$ cat config.mk
export PLATFORM = sky130hd
export DESIGN_NAME = bounded_sequence_list_engine_unit
export DESIGN_NICKNAME = d
export VERILOG_FILES = /design/src/design/bsle_pkg.sv /design/src/design/bsle_ram.sv /design/src/design/bsle_seq.sv /design/src/design/bounded_sequence_list_engine_unit.sv
export SDC_FILE = /design/constraint.sdc
export NUM_CORES = 1
export LEC_CHECK = 0
export BUFFER_PORTS_ARGS = -buffer_cell sky130_fd_sc_hd__buf_2
export CAP_MARGIN = 40
export CORE_ASPECT_RATIO = 2
export CORE_MARGIN = 2
export CORE_UTILIZATION = 42
export DETAILED_ROUTE_END_ITERATION = 8
export GPL_TIMING_DRIVEN = 0
export MAX_ROUTING_LAYER = met4
export PLACE_DENSITY = 0.54
export SLEW_MARGIN = 0
export SYNTH_ARGS = -nofsm -noshare
export SYNTH_HDL_FRONTEND = slang
export SYNTH_HIERARCHICAL = 1
export SYNTH_SLANG_ARGS = --single-unit
export TNS_END_PERCENT = 5
$ cat constraint.sdc
create_clock -name clk -period 13.7 [get_ports clk]
set_clock_uncertainty 0.05 [all_clocks]
set_input_delay 4.11 -clock clk [delete_from_list [all_inputs] [get_ports clk]]
set_output_delay 4.11 -clock clk [all_outputs]
set_load 0.05 [all_outputs]
$ cat src/design/bsle_pkg.sv
// Shared types and constants for the bounded sequence list engine.
// Used by the sequencer, the top level and the testbench; depends on nothing.
package bsle_pkg;

  localparam int BSLE_DEPTH_DEF = 16;
  localparam int DATA_W         = 32;
  localparam int POS_W          = 5;
  localparam int CNT_OUT_W      = 5;

  typedef enum logic [2:0] {
    REQ_PUSH_FRONT = 3'd0,
    REQ_PUSH_BACK  = 3'd1,
    REQ_INSERT_AT  = 3'd2,
    REQ_POP_FRONT  = 3'd3,
    REQ_POP_BACK   = 3'd4,
    REQ_DELETE_AT  = 3'd5,
    REQ_DELETE_VAL = 3'd6,
    REQ_DUMP       = 3'd7
  } req_t;

  typedef enum logic [1:0] {
    ST_OK    = 2'd0,
    ST_FULL  = 2'd1,
    ST_EMPTY = 2'd2,
    ST_RANGE = 2'd3
  } status_t;

  typedef enum logic [3:0] {
    S_IDLE,
    S_INS_RD,
    S_INS_WR,
    S_INS_PUT,
    S_FLT_RD,
    S_FLT_WR,
    S_DMP_RD,
    S_DMP_OUT,
    S_STATUS
  } state_t;

  // one result from the sequencer toward the output register
  typedef struct packed {
    logic                     valid;
    logic signed [DATA_W-1:0] data;
    status_t                  status;
    logic [CNT_OUT_W-1:0]     count;
    logic                     last;
  } res_t;

endpackage

$ cat src/design/bsle_ram.sv
// Generic simple dual-port RAM: one write port, one read port, registered read.
// No dependencies.
module bsle_ram #(
  parameter int WIDTH = 32,
  parameter int DEPTH = 16
) (
  input  logic                     clk,
  input  logic                     wr_en,
  input  logic [$clog2(DEPTH)-1:0] wr_addr,
  input  logic [WIDTH-1:0]         wr_data,
  input  logic                     rd_en,
  input  logic [$clog2(DEPTH)-1:0] rd_addr,
  output logic [WIDTH-1:0]         rd_data
);

  logic [WIDTH-1:0] mem [DEPTH];

  always_ff @(posedge clk) begin
    if (wr_en) begin
      mem[wr_addr] <= wr_data;
    end
    if (rd_en) begin
      rd_data <= mem[rd_addr];
    end
  end

endmodule

$ cat src/design/bsle_seq.sv
// Request sequencer: decodes a request, then walks the entry RAM one entry
// at a time, a read state followed by a write state, with a shared index/compare unit. Depends on bsle_pkg.
module bsle_seq import bsle_pkg::*; #(
  parameter int DEPTH = BSLE_DEPTH_DEF
) (
  input  logic                     clk,
  input  logic                     rst,
  input  logic                     in_valid,
  output logic                     in_ready,
  input  req_t                     req,
  input  logic signed [DATA_W-1:0] value,
  input  logic [POS_W-1:0]         position,
  output res_t                     res,
  input  logic                     res_ready,
  output logic [$clog2(DEPTH+1)-1:0] fill,
  output logic                     ram_wr_en,
  output logic [$clog2(DEPTH)-1:0] ram_wr_addr,
  output logic [DATA_W-1:0]        ram_wr_data,
  output logic                     ram_rd_en,
  output logic [$clog2(DEPTH)-1:0] ram_rd_addr,
  input  logic signed [DATA_W-1:0] ram_rd_data
);

  localparam int AW   = $clog2(DEPTH);
  localparam int CW   = $clog2(DEPTH + 1);
  localparam int CMPW = ((CW > POS_W) ? CW : POS_W) + 1;

  state_t                   state, state_next;
  logic [CW-1:0]            count, count_next;
  status_t                  st, st_next;
  logic signed [DATA_W-1:0] val, val_next;
  logic [CW-1:0]            idx, idx_next;
  logic [CW-1:0]            ptr, ptr_next;
  logic [CW-1:0]            wptr, wptr_next;
  logic                     delval, delval_next;

  logic [CW-1:0]   ptr_m1, ptr_p1;
  logic [CMPW-1:0] pos_x, cnt_x;
  logic            full, empty, keep;

  assign ptr_m1 = ptr - CW'(1);
  assign ptr_p1 = ptr + CW'(1);
  assign pos_x  = CMPW'(position);
  assign cnt_x  = CMPW'(count);
  assign full   = (count == CW'(DEPTH));
  assign empty  = (count == '0);
  assign keep   = delval ? (ram_rd_data != val) : (ptr != idx);
  assign fill   = count;
  assign in_ready = (state == S_IDLE);

  always_ff @(posedge clk) begin
    if (rst) begin
      state <= S_IDLE;
      count <= '0;
    end else begin
      state <= state_next;
      count <= count_next;
    end
  end

  always_ff @(posedge clk) begin
    st     <= st_next;
    val    <= val_next;
    idx    <= idx_next;
    ptr    <= ptr_next;
    wptr   <= wptr_next;
    delval <= delval_next;
  end

  always_comb begin
    state_next  = state;
    count_next  = count;
    st_next     = st;
    val_next    = val;
    idx_next    = idx;
    ptr_next    = ptr;
    wptr_next   = wptr;
    delval_next = delval;
    ram_wr_en   = 1'b0;
    ram_wr_addr = wptr[AW-1:0];
    ram_wr_data = ram_rd_data;
    ram_rd_en   = 1'b0;
    ram_rd_addr = ptr[AW-1:0];
    res.valid   = 1'b0;
    res.data    = '0;
    res.status  = st;
    res.count   = CNT_OUT_W'(count);
    res.last    = 1'b1;

    case (state)
      S_IDLE: begin
        if (in_valid) begin
          st_next     = ST_OK;
          val_next    = value;
          delval_next = 1'b0;
          ptr_next    = count;
          state_next  = S_STATUS;
          case (req)
            REQ_PUSH_FRONT, REQ_PUSH_BACK: begin
              if (full) begin
                st_next = ST_FULL;
              end else begin
                idx_next   = (req == REQ_PUSH_FRONT) ? '0 : count;
                state_next = S_INS_RD;
              end
            end
            REQ_INSERT_AT: begin
              if (full) begin
                st_next = ST_FULL;
              end else if (position == '0 || pos_x > cnt_x + CMPW'(1)) begin
                st_next = ST_RANGE;
              end else begin
                idx_next   = CW'(pos_x - CMPW'(1));
                state_next = S_INS_RD;
              end
            end
            REQ_POP_FRONT, REQ_POP_BACK: begin
              if (empty) begin
                st_next = ST_EMPTY;
              end else begin
                idx_next   = (req == REQ_POP_FRONT) ? '0 : count - CW'(1);
                ptr_next   = idx_next;
                wptr_next  = idx_next;
                state_next = S_FLT_RD;
              end
            end
            REQ_DELETE_AT: begin
              if (empty) begin
                st_next = ST_EMPTY;
              end else if (position == '0 || pos_x > cnt_x) begin
                st_next = ST_RANGE;
              end else begin
                idx_next   = CW'(pos_x - CMPW'(1));
                ptr_next   = idx_next;
                wptr_next  = idx_next;
                state_next = S_FLT_RD;
              end
            end
            REQ_DELETE_VAL: begin
              if (empty) begin
                st_next = ST_EMPTY;
              end else begin
                delval_next = 1'b1;
                ptr_next    = '0;
                wptr_next   = '0;
                state_next  = S_FLT_RD;
              end
            end
            default: begin
              if (empty) begin
                st_next = ST_EMPTY;
              end else begin
                ptr_next   = '0;
                state_next = S_DMP_RD;
              end
            end
          endcase
        end
      end

      // open a gap: move entries up from the tail down to the insert point
      S_INS_RD: begin
        if (ptr > idx) begin
          ram_rd_en   = 1'b1;
          ram_rd_addr = ptr_m1[AW-1:0];
          state_next  = S_INS_WR;
        end else begin
          state_next = S_INS_PUT;
        end
      end

      S_INS_WR: begin
        ram_wr_en   = 1'b1;
        ram_wr_addr = ptr[AW-1:0];
        ptr_next    = ptr_m1;
        state_next  = S_INS_RD;
      end

      S_INS_PUT: begin
        ram_wr_en   = 1'b1;
        ram_wr_addr = idx[AW-1:0];
        ram_wr_data = val;
        count_next  = count + CW'(1);
        state_next  = S_STATUS;
      end

      // compacting pass: copy kept entries down, skip the removed ones
      S_FLT_RD: begin
        if (ptr < count) begin
          ram_rd_en  = 1'b1;
          state_next = S_FLT_WR;
        end else begin
          count_next = wptr;
          state_next = S_STATUS;
        end
      end

      S_FLT_WR: begin
        if (keep) begin
          ram_wr_en = 1'b1;
          wptr_next = wptr + CW'(1);
        end
        ptr_next   = ptr_p1;
        state_next = S_FLT_RD;
      end

      S_DMP_RD: begin
        ram_rd_en  = 1'b1;
        state_next = S_DMP_OUT;
      end

      S_DMP_OUT: begin
        res.valid  = 1'b1;
        res.data   = ram_rd_data;
        res.status = ST_OK;
        res.last   = (ptr_p1 == count);
        if (res_ready) begin
          ptr_next   = ptr_p1;
          state_next = (ptr_p1 == count) ? S_IDLE : S_DMP_RD;
        end
      end

      S_STATUS: begin
        res.valid = 1'b1;
        if (res_ready) begin
          state_next = S_IDLE;
        end
      end

      default: begin
        state_next = S_IDLE;
      end
    endcase
  end

endmodule

$ cat src/design/bounded_sequence_list_engine_unit.sv
// Top level of the bounded sequence list engine: stream ports, entry RAM,
// request sequencer and output register. Depends on bsle_pkg, bsle_ram, bsle_seq.
//
// Keeps an ordered list of up to DEPTH signed 32-bit entries in one RAM and
// serves one request at a time; s_axis_tready is low while a request is in
// work. Rejected requests and dumps of an empty list go straight to a status
// transaction. Pushes, inserts, pops and deletes move entries one at a time
// through the single RAM read/write port pair. A dump streams its entries one
// by one, fetching the next once the output register takes the last. Every
// request except a non-empty dump gives one status transaction with tlast set;
// a dump gives one transaction per entry, tlast on the final one. No clearing
// pass is needed after reset.
module bounded_sequence_list_engine_unit import bsle_pkg::*; #(
  parameter int DEPTH = BSLE_DEPTH_DEF
) (
  input  logic        clk,
  input  logic        rst,
  input  logic        s_axis_tvalid,
  output logic        s_axis_tready,
  // req_type [2:0], value [34:3], position [39:35]
  input  logic [39:0] s_axis_tdata,
  output logic        m_axis_tvalid,
  input  logic        m_axis_tready,
  // data_out [31:0], status [33:32], entry_count [38:34], zero [39]
  output logic [39:0] m_axis_tdata,
  output logic        m_axis_tlast
);

  localparam int AW = $clog2(DEPTH);
  localparam int CW = $clog2(DEPTH + 1);

  res_t                     res;
  logic                     res_ready;
  logic [CW-1:0]            fill;
  logic                     ram_wr_en, ram_rd_en;
  logic [AW-1:0]            ram_wr_addr, ram_rd_addr;
  logic [DATA_W-1:0]        ram_wr_data, ram_rd_data;

  logic                     out_valid;
  logic signed [DATA_W-1:0] out_data;
  status_t                  out_status;
  logic [CNT_OUT_W-1:0]     out_count;
  logic                     out_last;

  bsle_ram #(
    .WIDTH (DATA_W),
    .DEPTH (DEPTH)
  ) u_ram (
    .clk     (clk),
    .wr_en   (ram_wr_en),
    .wr_addr (ram_wr_addr),
    .wr_data (ram_wr_data),
    .rd_en   (ram_rd_en),
    .rd_addr (ram_rd_addr),
    .rd_data (ram_rd_data)
  );

  bsle_seq #(
    .DEPTH (DEPTH)
  ) u_seq (
    .clk         (clk),
    .rst         (rst),
    .in_valid    (s_axis_tvalid),
    .in_ready    (s_axis_tready),
    .req         (req_t'(s_axis_tdata[2:0])),
    .value       (s_axis_tdata[34:3]),
    .position    (s_axis_tdata[39:35]),
    .res         (res),
    .res_ready   (res_ready),
    .fill        (fill),
    .ram_wr_en   (ram_wr_en),
    .ram_wr_addr (ram_wr_addr),
    .ram_wr_data (ram_wr_data),
    .ram_rd_en   (ram_rd_en),
    .ram_rd_addr (ram_rd_addr),
    .ram_rd_data (ram_rd_data)
  );

  // output register frees the sequencer once a result is handed over
  assign res_ready = !out_valid || m_axis_tready;

  always_ff @(posedge clk) begin
    if (rst) begin
      out_valid <= 1'b0;
    end else if (res_ready) begin
      out_valid <= res.valid;
    end
  end

  always_ff @(posedge clk) begin
    if (res_ready && res.valid) begin
      out_data   <= res.data;
      out_status <= res.status;
      out_count  <= res.count;
      out_last   <= res.last;
    end
  end

  assign m_axis_tvalid = out_valid;
  assign m_axis_tdata  = {1'b0, out_count, out_status, out_data};
  assign m_axis_tlast  = out_last;

  a_fill_bound: assert property (@(posedge clk) disable iff (rst)
    fill <= CW'(DEPTH))
    else $error("entry count above depth");

  a_busy_after_accept: assert property (@(posedge clk) disable iff (rst)
    s_axis_tvalid && s_axis_tready |=> !s_axis_tready)
    else $error("request accepted while previous one in work");

  a_midframe_ok: assert property (@(posedge clk) disable iff (rst)
    m_axis_tvalid && !m_axis_tlast |-> m_axis_tdata[33:32] == ST_OK)
    else $error("non-final dump transaction with error status");

  a_midframe_nonempty: assert property (@(posedge clk) disable iff (rst)
    m_axis_tvalid && !m_axis_tlast |-> fill != '0)
    else $error("dump transaction with empty list");

endmodule

# After elaboration in Yosys (flattened, before gate mapping)
# Memories as Yosys holds them, arrays and structs flattened. A register that Yosys moved wholly into a read port is not among the register bits.
# Cells that the tools add are included.
# classes
n_addsub	7
mul	0
div_mod_pow	0
magnitude_cmp	4
n_eq_ne	34
shift	0
muxes	60
bitwise	0
reduce_logical	25
# op_table
op	n
5-bit two-way mux	18
4-bit two-way mux	13
5-bit one-hot mux with 4 select lines	2
4-bit one-hot mux with 9 select lines	1
32-bit two-way mux	1
32-bit != test	1
5-bit one-hot mux with 3 select lines	2
2-bit != test (second input constant)	10
5-bit one-hot mux with 2 select lines	2
4-bit by 3-bit equality test with 1-bit output (second input constant)	4
4-bit one-hot mux with 4 select lines	1
5-bit by 1-bit adder with 5-bit output (second input constant)	3
5-bit by 1-bit subtractor with 5-bit output (second input constant)	3
3-bit != test (second input constant)	4
5-bit greater-than comparator	2
5-bit logical NOT	2
1-bit two-way mux	10
2-bit two-way mux	5
3-bit equality test (second input constant)	3
9-bit AND reduction	1
4-bit by 2-bit equality test with 1-bit output (second input constant)	2
4-bit one-hot mux with 2 select lines	1
8-bit AND reduction	1
4-bit nonzero test	2
26 further kinds	36
# word_totals
register_bits	100
latchBits	0
ramBits	512
mem_bits_ro	0
input_bits	44
out_inout_bits	43
word_cells	144
n_memories	1
# memory_table
memory	depth	width	read_ports	rd_clocked_by_memory_dff	wr	line	text
u_ram.mem	16	32	1	1	1	bsle_ram.sv:16	logic [WIDTH-1:0] mem [DEPTH];

# Logic depth before layout (Yosys ltp)
# logic_depth
depth_word	8
ltp_mapped	14
depth_no_buf	11

# By module
# Netlist, hierarchy kept.
# by_module_without_submodules
mod	n_inst	cells_each	area_each_um2	seq_area_each_um2
bsle_ram	1	838	20155.6	16335.7
bsle_seq	1	644	5212.5	1681.6
bounded_sequence_list_engine_unit	1	47	1267.5	1221.2

# Worst setup path before layout
# Ideal clock, no wire load.
# synth_timing
path_kind	input port to flip-flop
start	input port s_axis_tdata[39]
end	register u_seq.idx[0] (enable)
setup_time_ns	0.375
arrival_time_ns	5.815
t_required_ns	13.275
setup_slack_ns	7.459
path_stages	7
n_path_buf	0
path_cell_list	ha_1 > nand3_1 > nor3b_1 > a31oi_4 > o21ai_0 > nand2_1 > a2111oi_2
# synth_between
elab_chain_len	4
word_cells_on_any_way	8
classes_between	2 x order compare; 2 x eq/ne; 4 x reduce/logical
# synth_rtl
item	line	text
start: declaration	bounded_sequence_list_engine_unit.sv:21	input logic [39:0] s_axis_tdata,
5-bit by 6-bit greater-than comparator with 1-bit output (tied with other cells)	bsle_seq.sv:110	end else if (position == '0 || pos_x > cnt_x + CMPW'(1)) begin
1-bit logical OR, on equally long branches	bsle_seq.sv:110, bsle_seq.sv:130	
2-bit != test (no line)	--	
9-bit AND reduction (no line) *	--	
end signal: assignment	bsle_seq.sv:64	idx <= idx_next;
end: declaration	bsle_seq.sv:32	logic [CW-1:0] idx, idx_next;
# Every way passes the cells marked *; elsewhere a longest branch is shown, timed or not.
# A chain may end at the register's enable or synchronous reset.

# Worst setup path in the final report
# layout_timing
start	input port s_axis_tdata[35]
end	register u_seq.idx[3] (enable)
# The elaborated chain is that of the path after synthesis.

==> metrics.csv <==
metric;value;unit
fmax;0.1546;GHz
crit_slowest_cell;a2111oi_2;
syn_avg_cell_area;17.42;um2
core_area;62790;um2
antenna_found_initial;0;
synth_top_cell_by_area;edfxtp_1;
relSlewSlack;37.19;%
htreeDepth;2;
hold_violations;0;
synthFlopType;edfxtp_1;
cts-resized-gates;0;
die_area;65570;um2
power_density;132.7;nW/um2
synth_edf_count;634;
fillers;5312;
num_rows;130;
synth_top_family_by_area;multiplexers;
postCtsSetupRepairBufs;0;
ys_seq_area_share;72.23;%
synth_compound_area_share;5.308;%
gp_congestion;0.9426;
synth_simple_gate_area_share;6.440;%
nets;1801;
fp.dieW;182.1;um
synth_mux_area_share;11.09;%
ant_nets;0;
required;13.88;ns
layout-area-overhead-vs-synth;15.36;%
status;finished clean;
tightest_slew;0.9399;ns
holdBufCountCts;0;
synth_cell_types;81;
syn_area;26640;um2
holdCritPathClass;flip-flop to flip-flop;
reg2reg_depth;11;
grt-busiest-layer;met2;
path_cells;buf_2 > inv_1 > ha_1 > nor3b_1 > a31oi_4 > o21ai_0 > nand2_1 > a2111oi_2;
num_vias;15350;
initial_core_util;42.42;%
critPathArrivalTime;6.65;ns
fin_crit_sh;47.23;%
ir_worst_vdd;0.0001112;V
avgViaCountPerCell;5.987;
io_buffer_count;85;
io_pins;87;
grt_use_met2;43.62;%
grt_usage;24.95;%
routed_wl;78370;um
yosys-top-cells-area;edfxtp_1 (71%), mux4_2 (11%), nand2_1 (2.3%), a22oi_1 (1.9%), xor2_1 (1.3%);
initialDrtViolationCount;1480;
grt_pass1_vias;15980;
place_area;29040;um2
use_met1;28.27;%
syn-num-nets;1600;
drt_first_pass_iters;5;
drv_slew;0;
die_y;360.1;um
whs_path_depth;2;
worstSetupStartpointType;input port;
use_met3;2.468;%
rsz0062_at_grt;no;
n_antenna_cell;0;
ys_async_sr_fraction;0;%
finalSetupViolCount;0;
ys_ff_latch;644;
clk_pin_slew_worst_paths;0.07;ns
path_class;input port to flip-flop;
synth_fa_ha_area_share;1.268;%
cts.sinks;644;
cpPeakStageDelay;0.75;ns
finalSetupTns;0;ns
cpLargestDelayFamily;compound AO/OA/AOI/OAI gates;
max-cap-violations;0;
drive_gt1_share;23.87;%
cp_max_fo;8;
cts_buffers;54;
clockBufferDepth;3;
dp_hpwl;54270;um
period_needed;6.470;ns
p_leak;10.24;nW
grt_pass1_wl;112300;um
synth_top_area_share;71.48;%
avgRoutedWirePerCell;30.57;um
worst-path-stages;8;
synthXorXnorAreaFrac;1.743;%
end_kind;flip-flop;
post-route-drc-count;0;
ys_warn_count;6;
cts-root-buf;clkbuf_16;
tritoncts;built;
grt_max_degree;41;
grt_overflow;0;
design_area;30730;um2
path_buf_inv;2;
syn_inst;1529;
clk_latency;0.61;ns
[layout make-up]
type                            instances  area (um2)  area share [%]
Multi-Input combinational cell        774        7008           22.81
Clock inverter                         36       240.2          0.7819
Buffer                                 88       421.7           1.372
Clock buffer                           62        1445           4.703
Sequential cell                       644       19240           62.61
Timing Repair Buffer                  145        1295           4.215
Inverter                               23       86.33          0.2810
Tap cell                              792       991.0           3.225
[registers in the layout, summed over array words and instances, names as in the netlist, 4 cells and up]
name	cells
out_count	5
out_data	32
u_ram/mem	512
u_ram/rd_data	32
u_seq/fill	5
u_seq/idx	5
u_seq/ptr	5
u_seq/state	4
u_seq/val	32
u_seq/wptr	5
[cell families after synthesis]
logic type / count (synthesis)
muxes: 135
xor gates and xnor gates: 53
and+or+nand+nor: 358
other: 1
adders and majority gates: 27
buffers and inverters: 111
DFF: 644
AOI/OAI and AO/OA: 200
[through the flow]
step | power [mW] | hold WS [ns] | util, % | cells | setup slack, ns
finish | 4.077 | 0.4882 | 48.94 | 2564 | 7.230
CTS | 4.113 | 0.4869 | 48.94 | 2564 | 7.123
floorplan | 2.466 | 0.4591 | - | 1529 | 7.459
global route | 4.201 | 0.5111 | 48.94 | 2564 | 7.053
global placement | 2.600 | 0.4691 | 44.68 | 2406 | 4.072
detailed placement | 2.614 | 0.4787 | 46.25 | 2466 | 6.537
[routing by layer]
layer | part of all wire (%) | vias to the layer above
met4 | 6.0 | 0
met5 | 0 | -
met3 | 4.7 | 197
met1 | 37 | 8068
met2 | 53 | 587
li1 | - | 6498
[synthesized netlist by cell type (3+ instances only)]
cell type,number
mux2i_1,6
a21oi_1,40
nor4_1,10
a221oi_1,5
clkbuf_1,44
nor2b_1,12
buf_1,13
o32ai_1,3
a211oi_1,6
a22oi_1,67
o21ai_0,24
ha_1,27
and2_1,6
buf_2,13
a211o_1,3
dfxtp_1,10
o22ai_1,5
xor2_1,40
mux4_2,128
o21bai_1,3
nor3_1,17
nand2b_1,8
and3_1,32
nor2_1,62
nand3_1,18
edfxtp_1,634
a21o_1,3
buf_4,16
nand2_1,164
nor3b_1,3
a31oi_1,6
inv_1,21
xnor2_1,13
o221ai_1,5
[report_power, final]
part | total (mW) | switching, mW | leakage, nW | internal (mW)
Sequential | 2.19 | 0.0173 | 5.82 | 2.18
Combinational | 0.376 | 0.236 | 3.60 | 0.140
Clock | 1.51 | 0.713 | 0.820 | 0.795
Total | 4.08 | 0.967 | 10.2 | 3.11
[cells in the final DEF (no fill, tap or decap), drive strengths merged, types with 4 or more instances in the layout]
cell type and instances:
clkinvlp 5, nand2 165, buf 189, xnor2 13, nand2b 9, nor4 11
mux4 128, and3 32, clkinv 28, o221ai 5, inv 24, ha 27
o22ai 5, nor3 17, a31oi 7, nor4b 4, dfxtp 10, mux2i 6
a221oi 6, o21ai 25, nand3 18, a22oi 67, edfxtp 634, and2 7
nor2 63, a211oi 6, clkbuf 106, nor2b 12, xor2 40, a21oi 41
[worst register-to-register path, stage by stage, from the launching register on]
cell	delay (ns)
dfxtp_1	0.46
buf_2	0.27
nand3b_2	0.27
nor2_2	0.56
o21ai_0	0.34
a41oi_1	0.56
or2_2	0.26
nand3b_1	0.31
nor3_2	0.72
buf_6	0.25
buf_4	0.23
buf_4	0.24
[path summary, 6_finish.rpt]
check | startpoint | end | slack, ns
max | s_axis_tdata[35] | u_seq/idx[3] | 7.23
min | m_axis_tvalid | m_axis_tvalid | 0.49
max reg2reg | u_seq/state[2] | u_ram/mem[8][4] | 8.88
min reg2reg | m_axis_tvalid | m_axis_tvalid | 0.49
(Power assumes the default switching activity.)
